**config.mk**
```make
export PLATFORM = sky130hd
export DESIGN_NAME = three_axis_stepper_ramp_generator
export DESIGN_NICKNAME = d
export VERILOG_FILES = /design/src/rtl/srg_pkg.sv /design/src/rtl/three_axis_stepper_ramp_generator.sv /design/src/rtl/srg_axis.sv
export SDC_FILE = /design/constraint.sdc
export NUM_CORES = 2
export LEC_CHECK = 0
export ABC_AREA = 1
export BUFFER_PORTS_ARGS = -buffer_cell sky130_fd_sc_hd__buf_2
export CORE_MARGIN = 2
export CORE_UTILIZATION = 66
export CTS_CLUSTER_DIAMETER = 200
export DETAILED_ROUTE_END_ITERATION = 16
export HOLD_SLACK_MARGIN = 0.08
export PLACE_DENSITY = 0.83
export REMOVE_ABC_BUFFERS = 1
export SYNTH_ARGS = -nofsm -noshare
export SYNTH_HDL_FRONTEND = slang
export SYNTH_SLANG_ARGS = --single-unit
```
**constraint.sdc**
```tcl
create_clock -name clk -period 20.5 [get_ports clk]
set_input_delay 2.05 -clock clk [delete_from_list [all_inputs] [get_ports clk]]
set_output_delay 2.05 -clock clk [all_outputs]
set_load 0.02 [all_outputs]
```
**src/rtl/srg_pkg.sv**
```systemverilog
`timescale 1ns / 1ps
`default_nettype none

package srg_pkg;

  localparam int MAX_AXES     = 8;
  localparam int AXES_DEFAULT = 3;
  localparam int ES_AXES      = 3;   // axes that have an endstop input

  localparam int POS_W      = 32;
  localparam int SPEED_W    = 9;
  localparam int MIN_SPEED  = 10;
  localparam int RAMP_STEPS = 1024;  // power of two
  localparam int ACCU_WRAP  = 256;   // power of two
  localparam int RAMP_SH    = $clog2(RAMP_STEPS);
  localparam int RAMP_W     = RAMP_SH + 1;
  localparam int ACCU_SH    = $clog2(ACCU_WRAP);
  localparam int CNT_W      = SPEED_W + 1 - ACCU_SH;

  localparam logic [SPEED_W-1:0] MAX_SPEED_RESET = SPEED_W'(400);

  typedef enum logic {
    OP_TICK = 1'b0,
    OP_SET  = 1'b1
  } opcode_t;

  typedef enum logic {
    CFG_MAX_SPEED = 1'b0,
    CFG_RESPECT   = 1'b1
  } cfg_index_t;

  typedef struct packed {
    logic signed [POS_W-1:0] position;
    logic signed [POS_W-1:0] target;
    logic signed [POS_W-1:0] start;
    logic [RAMP_W-1:0]       ramp;
    logic [ACCU_SH-1:0]      phase;
  } axis_state_t;

  typedef struct packed {
    opcode_t op;
    logic    hit;
    logic    blocked;
  } axis_ctrl_t;

endpackage

`default_nettype wire

```
**src/rtl/three_axis_stepper_ramp_generator.sv**
```systemverilog
`timescale 1ns / 1ps
`default_nettype none

// Stepper pulse generator with a trapezoidal speed profile for AXES axes.
// Each item is either a tick (move all axes by their phase accumulators, honouring
// endstops in axis order) or a new absolute target for every axis. One item is taken
// per clock while in_stall is low, and its result is offered once it has passed
// two registers: the item is held in an input register, then one pass of per-axis
// logic (one 10x12 multiplier, a 33-bit subtract and compare per axis) updates the
// axis state, which is also the result register. While a result waits on out_stall
// one further item is still taken into the input register.
module three_axis_stepper_ramp_generator #(
  parameter int AXES = srg_pkg::AXES_DEFAULT
) (
  input  logic                              clk,
  input  logic                              rst,
  input  logic                              cfg_write,
  input  logic                              cfg_index,
  input  logic [srg_pkg::SPEED_W-1:0]       cfg_data,
  input  logic                              in_valid,
  output logic                              in_stall,
  input  logic                              opcode,
  input  logic [2:0]                        endstop_bits,
  input  logic signed [srg_pkg::POS_W-1:0]  target_half_steps,
  output logic                              out_valid,
  input  logic                              out_stall,
  output logic [2:0]                        step_levels,
  output logic [2:0]                        dir_levels,
  output logic [2:0]                        moving_flags,
  output logic                              endstop_stopped,
  output logic signed [srg_pkg::POS_W-1:0]  pos_x,
  output logic signed [srg_pkg::POS_W-1:0]  pos_y,
  output logic signed [srg_pkg::POS_W-1:0]  pos_z
);
  import srg_pkg::*;

  logic [SPEED_W-1:0]      max_speed;
  logic                    respect;

  logic                    in_full;
  opcode_t                 op_r;
  logic [2:0]              es_r;
  logic signed [POS_W-1:0] t_r;
  logic                    advance;

  axis_state_t             st      [AXES];
  axis_state_t             st_next [AXES];
  logic [AXES-1:0]         step_pin, dir_pin, moving;
  logic [AXES-1:0]         step_pin_next, dir_pin_next, moving_next;
  logic [AXES-1:0]         hit, blocked, toggle, dir_set;
  logic                    stopped;

  logic [MAX_AXES-1:0]     step_ext, dir_ext, moving_ext;

  assign advance  = in_full && (!out_valid || !out_stall);
  assign in_stall = in_full && out_valid && out_stall;

  always_ff @(posedge clk) begin
    if (rst) begin
      max_speed <= MAX_SPEED_RESET;
      respect   <= 1'b1;
    end else if (cfg_write) begin
      case (cfg_index_t'(cfg_index))
        CFG_MAX_SPEED: max_speed <= cfg_data;
        CFG_RESPECT:   respect   <= cfg_data[0];
        default: ;
      endcase
    end
  end

  always_ff @(posedge clk) begin
    if (rst) begin
      in_full <= 1'b0;
    end else if (in_valid && !in_stall) begin
      in_full <= 1'b1;
    end else if (advance) begin
      in_full <= 1'b0;
    end
  end

  always_ff @(posedge clk) begin
    if (in_valid && !in_stall) begin
      op_r <= opcode_t'(opcode);
      es_r <= endstop_bits;
      t_r  <= target_half_steps;
    end
  end

  genvar a;
  generate
    for (a = 0; a < AXES; a++) begin : g_axis
      axis_ctrl_t ctrl;

      if (a < ES_AXES) begin : g_es
        assign hit[a] = respect && es_r[a];
      end else begin : g_no_es
        assign hit[a] = 1'b0;
      end

      if (a == 0) begin : g_first
        assign blocked[a] = 1'b0;
      end else begin : g_rest
        assign blocked[a] = blocked[a-1] || hit[a-1];
      end

      assign ctrl.op      = op_r;
      assign ctrl.hit     = hit[a];
      assign ctrl.blocked = blocked[a];

      srg_axis u_axis (
        .ctrl      (ctrl),
        .target_in (t_r),
        .max_speed (max_speed),
        .cur       (st[a]),
        .nxt       (st_next[a]),
        .dir_set   (dir_set[a]),
        .toggle    (toggle[a])
      );

      assign moving_next[a] = st_next[a].target != st_next[a].position;
    end
  endgenerate

  assign step_pin_next = step_pin ^ toggle;
  assign dir_pin_next  = (op_r == OP_SET) ? dir_set : dir_pin;

  always_ff @(posedge clk) begin
    if (rst) begin
      for (int i = 0; i < AXES; i++) begin
        st[i] <= '0;
      end
      step_pin  <= '0;
      dir_pin   <= '0;
      moving    <= '0;
      stopped   <= 1'b0;
      out_valid <= 1'b0;
    end else begin
      if (advance) begin
        for (int i = 0; i < AXES; i++) begin
          st[i] <= st_next[i];
        end
        step_pin  <= step_pin_next;
        dir_pin   <= dir_pin_next;
        moving    <= moving_next;
        stopped   <= (op_r == OP_TICK) && (|hit);
        out_valid <= 1'b1;
      end else if (!out_stall) begin
        out_valid <= 1'b0;
      end
    end
  end

  assign step_ext   = MAX_AXES'(step_pin);
  assign dir_ext    = MAX_AXES'(dir_pin);
  assign moving_ext = MAX_AXES'(moving);

  assign step_levels     = step_ext[2:0];
  assign dir_levels      = dir_ext[2:0];
  assign moving_flags    = moving_ext[2:0];
  assign endstop_stopped = stopped;
  assign pos_x           = st[0].position;

  generate
    if (AXES > 1) begin : g_pos_y
      assign pos_y = st[1].position;
    end else begin : g_no_pos_y
      assign pos_y = '0;
    end
    if (AXES > 2) begin : g_pos_z
      assign pos_z = st[2].position;
    end else begin : g_no_pos_z
      assign pos_z = '0;
    end
  endgenerate

  // input side only holds off when the input register is full and the result slot is full and stalled
  a_in_stall: assert property (@(posedge clk) disable iff (rst)
    in_stall |-> (out_valid && out_stall && in_full))
    else $error("input stalled with a free result slot");

  a_out_from_in: assert property (@(posedge clk) disable iff (rst)
    $rose(out_valid) |-> $past(in_full))
    else $error("result raised without a held item");

  // every half-step flips both the step pin and the position parity
  generate
    for (a = 0; a < AXES; a++) begin : g_chk
      a_step_parity: assert property (@(posedge clk) disable iff (rst)
        step_pin[a] == st[a].position[0])
        else $error("step pin out of step with position");
    end
  endgenerate

endmodule

`default_nettype wire

```
**src/rtl/srg_axis.sv**
```systemverilog
`timescale 1ns / 1ps
`default_nettype none

module srg_axis (
  input  srg_pkg::axis_ctrl_t              ctrl,
  input  logic signed [srg_pkg::POS_W-1:0] target_in,
  input  logic [srg_pkg::SPEED_W-1:0]      max_speed,
  input  srg_pkg::axis_state_t             cur,
  output srg_pkg::axis_state_t             nxt,
  output logic                             dir_set,
  output logic                             toggle
);
  import srg_pkg::*;

  localparam int PROD_W = SPEED_W + 1 + RAMP_W + 1;
  localparam logic [PROD_W-1:0] RND = PROD_W'(RAMP_STEPS - 1);

  logic [POS_W:0]           remain, dist_abs, from_src, from_abs, diff_set, diff_abs;
  logic [POS_W-1:0]         half;
  logic [RAMP_W-1:0]        ramp_set, ramp_d;
  logic                     near_end, near_start, positive;
  logic signed [SPEED_W:0]  span;
  logic signed [PROD_W-1:0] prod, prod_adj, q;
  logic [PROD_W-1:0]        speed_s;
  logic [SPEED_W-1:0]       ramp_spd, speed;
  logic [SPEED_W:0]         accu;
  logic [CNT_W-1:0]         ovf, steps;
  logic [POS_W-1:0]         step_ext, pos_mv;

  // new target
  assign diff_set = {target_in[POS_W-1], target_in} - {cur.position[POS_W-1], cur.position};
  assign diff_abs = diff_set[POS_W] ? -diff_set : diff_set;
  assign half     = diff_abs[POS_W:1];
  assign ramp_set = (half < POS_W'(RAMP_STEPS)) ? half[RAMP_W-1:0] : RAMP_W'(RAMP_STEPS);
  assign dir_set  = target_in > cur.position;

  // ramp profile
  assign remain     = {cur.target[POS_W-1], cur.target} - {cur.position[POS_W-1], cur.position};
  assign dist_abs   = remain[POS_W] ? -remain : remain;
  assign positive   = !remain[POS_W];
  assign from_src   = {cur.position[POS_W-1], cur.position} - {cur.start[POS_W-1], cur.start};
  assign from_abs   = from_src[POS_W] ? -from_src : from_src;
  assign near_end   = dist_abs < (POS_W+1)'(cur.ramp);
  assign near_start = from_abs < (POS_W+1)'(cur.ramp);
  assign ramp_d     = near_end ? dist_abs[RAMP_W-1:0] : from_abs[RAMP_W-1:0];

  assign span     = $signed({1'b0, max_speed}) - $signed((SPEED_W+1)'(MIN_SPEED));
  assign prod     = span * $signed({1'b0, ramp_d});
  // divide rounding toward zero
  assign prod_adj = prod + (prod[PROD_W-1] ? $signed(RND) : $signed(PROD_W'(0)));
  assign q        = prod_adj >>> RAMP_SH;
  assign speed_s  = q + PROD_W'(MIN_SPEED);
  assign ramp_spd = speed_s[PROD_W-1] ? '0 : speed_s[SPEED_W-1:0];
  assign speed    = (near_end || near_start) ? ramp_spd : max_speed;

  // phase accumulator, never step past the target
  assign accu     = (SPEED_W+1)'(cur.phase) + (SPEED_W+1)'(speed);
  assign ovf      = accu[SPEED_W:ACCU_SH];
  assign steps    = (dist_abs < (POS_W+1)'(ovf)) ? dist_abs[CNT_W-1:0] : ovf;
  assign step_ext = POS_W'(steps);
  assign pos_mv   = positive ? cur.position + step_ext : cur.position - step_ext;

  always_comb begin
    nxt    = cur;
    toggle = 1'b0;
    case (ctrl.op)
      OP_SET: begin
        nxt.start  = cur.position;
        nxt.target = target_in;
        nxt.ramp   = ramp_set;
      end
      OP_TICK: begin
        if (!ctrl.blocked) begin
          if (ctrl.hit) begin
            nxt.target = cur.position;
          end else if (remain != '0) begin
            nxt.position = pos_mv;
            nxt.phase    = accu[ACCU_SH-1:0];
            toggle       = steps[0];
          end
        end
      end
      default: nxt = cur;
    endcase
  end

endmodule

`default_nettype wire
```
==> flow_metrics.env <==
export IMPL_status="complete, no violations"
export IMPL_clk_pin_slew_ns=0.06
export IMPL_crit_path_end_kind="register"
export IMPL_nets=11100
export IMPL_grt_pass1_wl_um=346000
export IMPL_synth_async_reset_ratio_pct=0
export IMPL_clockRootBuffer="clkbuf_16"
export IMPL_synthCells=10000
export IMPL_routed_wl_um=227000
export IMPL_io_pins=159
export IMPL_regToRegEndpoint="moving_flags[0]"
export IMPL_dieArea_mm2=0.102
export IMPL_hold_viol_final=0
export IMPL_setup_viol=0
export IMPL_area_delta_synth_final_pct=6.86
export IMPL_dp_hpwl_um=185000
export IMPL_initial_core_util_pct=66.7
export IMPL_worstPathMaxFanout=27
export IMPL_synth_area_per_cell_um2=6.56
export IMPL_fin_crit_ns=19.48
export IMPL_clockBufferDepth=3
export IMPL_finalSetupTns_ns=0
export IMPL_numCtsBuffers=48
export IMPL_whs_ns=0.458
export IMPL_cap_violations=0
export IMPL_drt_met1_wl_um=90800
export IMPL_wire_per_inst_um=19.8
export IMPL_fin_crit_sh_pct=95.0
export IMPL_maxSlewHeadroom_pct=16.4
export IMPL_critPathMostFrequentCell="nand2_1"
export IMPL_grt_max_degree=140
export IMPL_antenna_found_initial=10
export IMPL_synth_seq_cells=403
export IMPL_num_rows=115
export IMPL_gr_usage_all_layers_pct=43.3
export IMPL_drive_above_1_share_pct=7.62
export IMPL_cts_max_level=2
export IMPL_r2r_start="st[0][51]"
export IMPL_slowest_delay_ns=0.54
export IMPL_hold_depth=2
export IMPL_grt_pass1_vias=62500
export IMPL_highest_layer="met5"
export IMPL_holdCritStartpoint="moving_flags[2]"
export IMPL_hold_path_class="register to register"
export IMPL_ff2ff_setup_slack_ns=1.02
export IMPL_holdPathEnd="moving_flags[2]"
export IMPL_cts_hold_buf=0
export IMPL_met2_length_um=95000
export IMPL_tightestPinTransition_ns=1.24
export IMPL_ys_flop_type="edfxtp_1"
export IMPL_preCtsSetupSlack_ns=-0.510
export IMPL_path_class="register to register"
export IMPL_synth_enable_flop_cells=381
export IMPL_fmax_mhz=51.3
export IMPL_drtIter0Drc=7870
export IMPL_drc=0
export IMPL_drtPass1Iterations=7
export IMPL_reg2reg_depth=132
export IMPL_die_h_um=319
export IMPL_drtAntennaViolNets=0
export IMPL_clkLatencyLatePin_ns=0.67
export IMPL_yosysUniqueCellTypes=74
export IMPL_die_width_um=319
export IMPL_grt_overflow=0
export IMPL_cts_tree="done"
export IMPL_slowest_stage="fa_1"
export IMPL_syn_cell_area_mm2=0.0656
export IMPL_final_critical_path_setup_slack_ns=1.02
export IMPL_utilization_pct=71.3
export IMPL_viasPerCell=5.89
export IMPL_slew_viol_final=0
export IMPL_clock_sinks=403
export IMPL_coreArea_mm2=0.0984
export IMPL_io_buffers=158
export IMPL_vias=67600
export IMPL_setup_worst_path_start_class="register"
export IMPL_worstPathArrival_ns=19.99
export IMPL_critPathRequiredTime_ns=21.00
export IMPL_gp_congestion=1.08
export IMPL_wl_met3_um=26600
export IMPL_seq_area_frac_synth_pct=18.1
export IMPL_synth_warnings=0
export IMPL_rsz0062_at_grt="true"
export IMPL_finClkSkew_ns=0.0370
## final cells by class
| class | instances | area, µm² |
|---|---|---|
| multi-input combinational | 7579 | 46200 |
| sequential | 403 | 11900 |
| tap | 1287 | 1610 |
| clock buffer | 65 | 1360 |
| timing repair buffer | 332 | 2100 |
| inverter | 1771 | 6730 |
| timing repair inverter | 1 | 7.51 |
| antenna | 5 | 12.5 |
| clock inverter | 25 | 272 |
| fill | 8586 | 28300 |
## cells in the mapped netlist (22+ instances only)
cell type  instances  area (µm²)
a21oi_1          542        2710
a31oi_1           59         369
buf_4            103         773
clkbuf_1         140         526
dfxtp_1           22         440
edfxtp_1         381       11400
fa_1             228        4560
ha_1             701        8770
inv_1           1726        6480
inv_2             39         146
nand2_1         2371        8900
nand2_2           64         400
nand3_1          456        2280
nand3_2           23         230
nand3b_1          30         225
nand4_1          148         926
nor2_1          1312        4920
nor2_2            40         250
nor3_1           130         651
nor4_1            49         307
o211ai_1          31         233
o21ai_0          478        2390
o21ai_1           46         230
o21bai_1          29         218
or2_2             44         275
xnor2_1          182        1590
xor2_1           408        3570
## metal layers
metal | GRT usage (%) | vias to the layer above
met1 | 57.3 | 30900
met4 | 24.1 | 6
met5 | 0 | -
met2 | 65.5 | 3711
li1 | - | 32300
met3 | 9.60 | 689
## critical path: cells and delay by family, from the launching register on
kind	cells	cell delay, ns
buf+inv	22	2.33
flops	1	0.38
fa+ha+maj	14	5.10
simple gates	62	6.57
xor+xnor	3	0.56
compound gates	31	4.35
## how the worst max path moves through the flow
stage                           from  slack [ns]              end  depth (start not counted)
after floorplan            st[0][84]        2.25  moving_flags[0]                        123
after global placement    st[0][222]       -0.11  moving_flags[1]                        113
after CTS                 st[0][198]       0.006  moving_flags[1]                        117
after detailed placement  st[0][313]       -0.51  moving_flags[2]                        114
final                      st[0][51]        1.02  moving_flags[0]                        132
after global routing       st[0][51]       -0.25  moving_flags[0]                        131
## flip-flops by register name, summed over array words and instances, names as in the netlist, 3 cells and up
register and flops:
max_speed 9, es_r 3, dir_levels 3, t_r 32, st 345, moving_flags 3
step_levels 3
## what timing repair did
action | CTS | global route
setup endpoints to repair | 5 | 53
resized for setup | 15 | 139
endpoints found under the hold margin | 0 | 0
pin swaps | 0 | 11
buffers inserted | 4 | 60
cloned | 0 | 1
## through the flow
| stage | instances | area (µm²) |
|---|---|---|
| 3_5_place_dp | 11300 | 67500 |
| 2_1_floorplan | 9753 | 64200 |
| 5_1_grt | 11500 | 70100 |
| 3_3_place_gp | 11300 | 67500 |
| 6_report | 11500 | 70100 |
| 4_1_cts | 11400 | 69200 |
## placed cells by master, fill, tap and decap left out, drive strengths merged, types with 50 or more instances in the layout
| cell type | count |
|---|---|
| fa | 228 |
| a21oi | 543 |
| inv | 1752 |
| a31oi | 59 |
| xor2 | 408 |
| nor2 | 1357 |
| or2 | 52 |
| o21ai | 529 |
| nand2 | 2441 |
| nand4 | 150 |
| nor4 | 50 |
| clkbuf | 65 |
| edfxtp | 381 |
| nor3 | 135 |
| xnor2 | 184 |
| nand3 | 480 |
| buf | 332 |
| ha | 701 |
## logic make-up (layout without fill, tap and decap cells)
kind of cell,Yosys count,in the layout,synth area share [%]
buffers and inverters,2028,2194,12.2
adder cells (fa/ha/maj),929,929,20.3
flip-flops,403,403,18.1
multiplexers,1,1,0.0153
XOR/XNOR,592,592,7.92
AND/OR/NAND/NOR,4723,4723,30.2
other,0,5,0
AO/OA/AOI/OAI,1334,1334,11.2
Power is not shown: default switching activity piles up to over one toggle a cycle in this logic, so the estimate is an artifact.
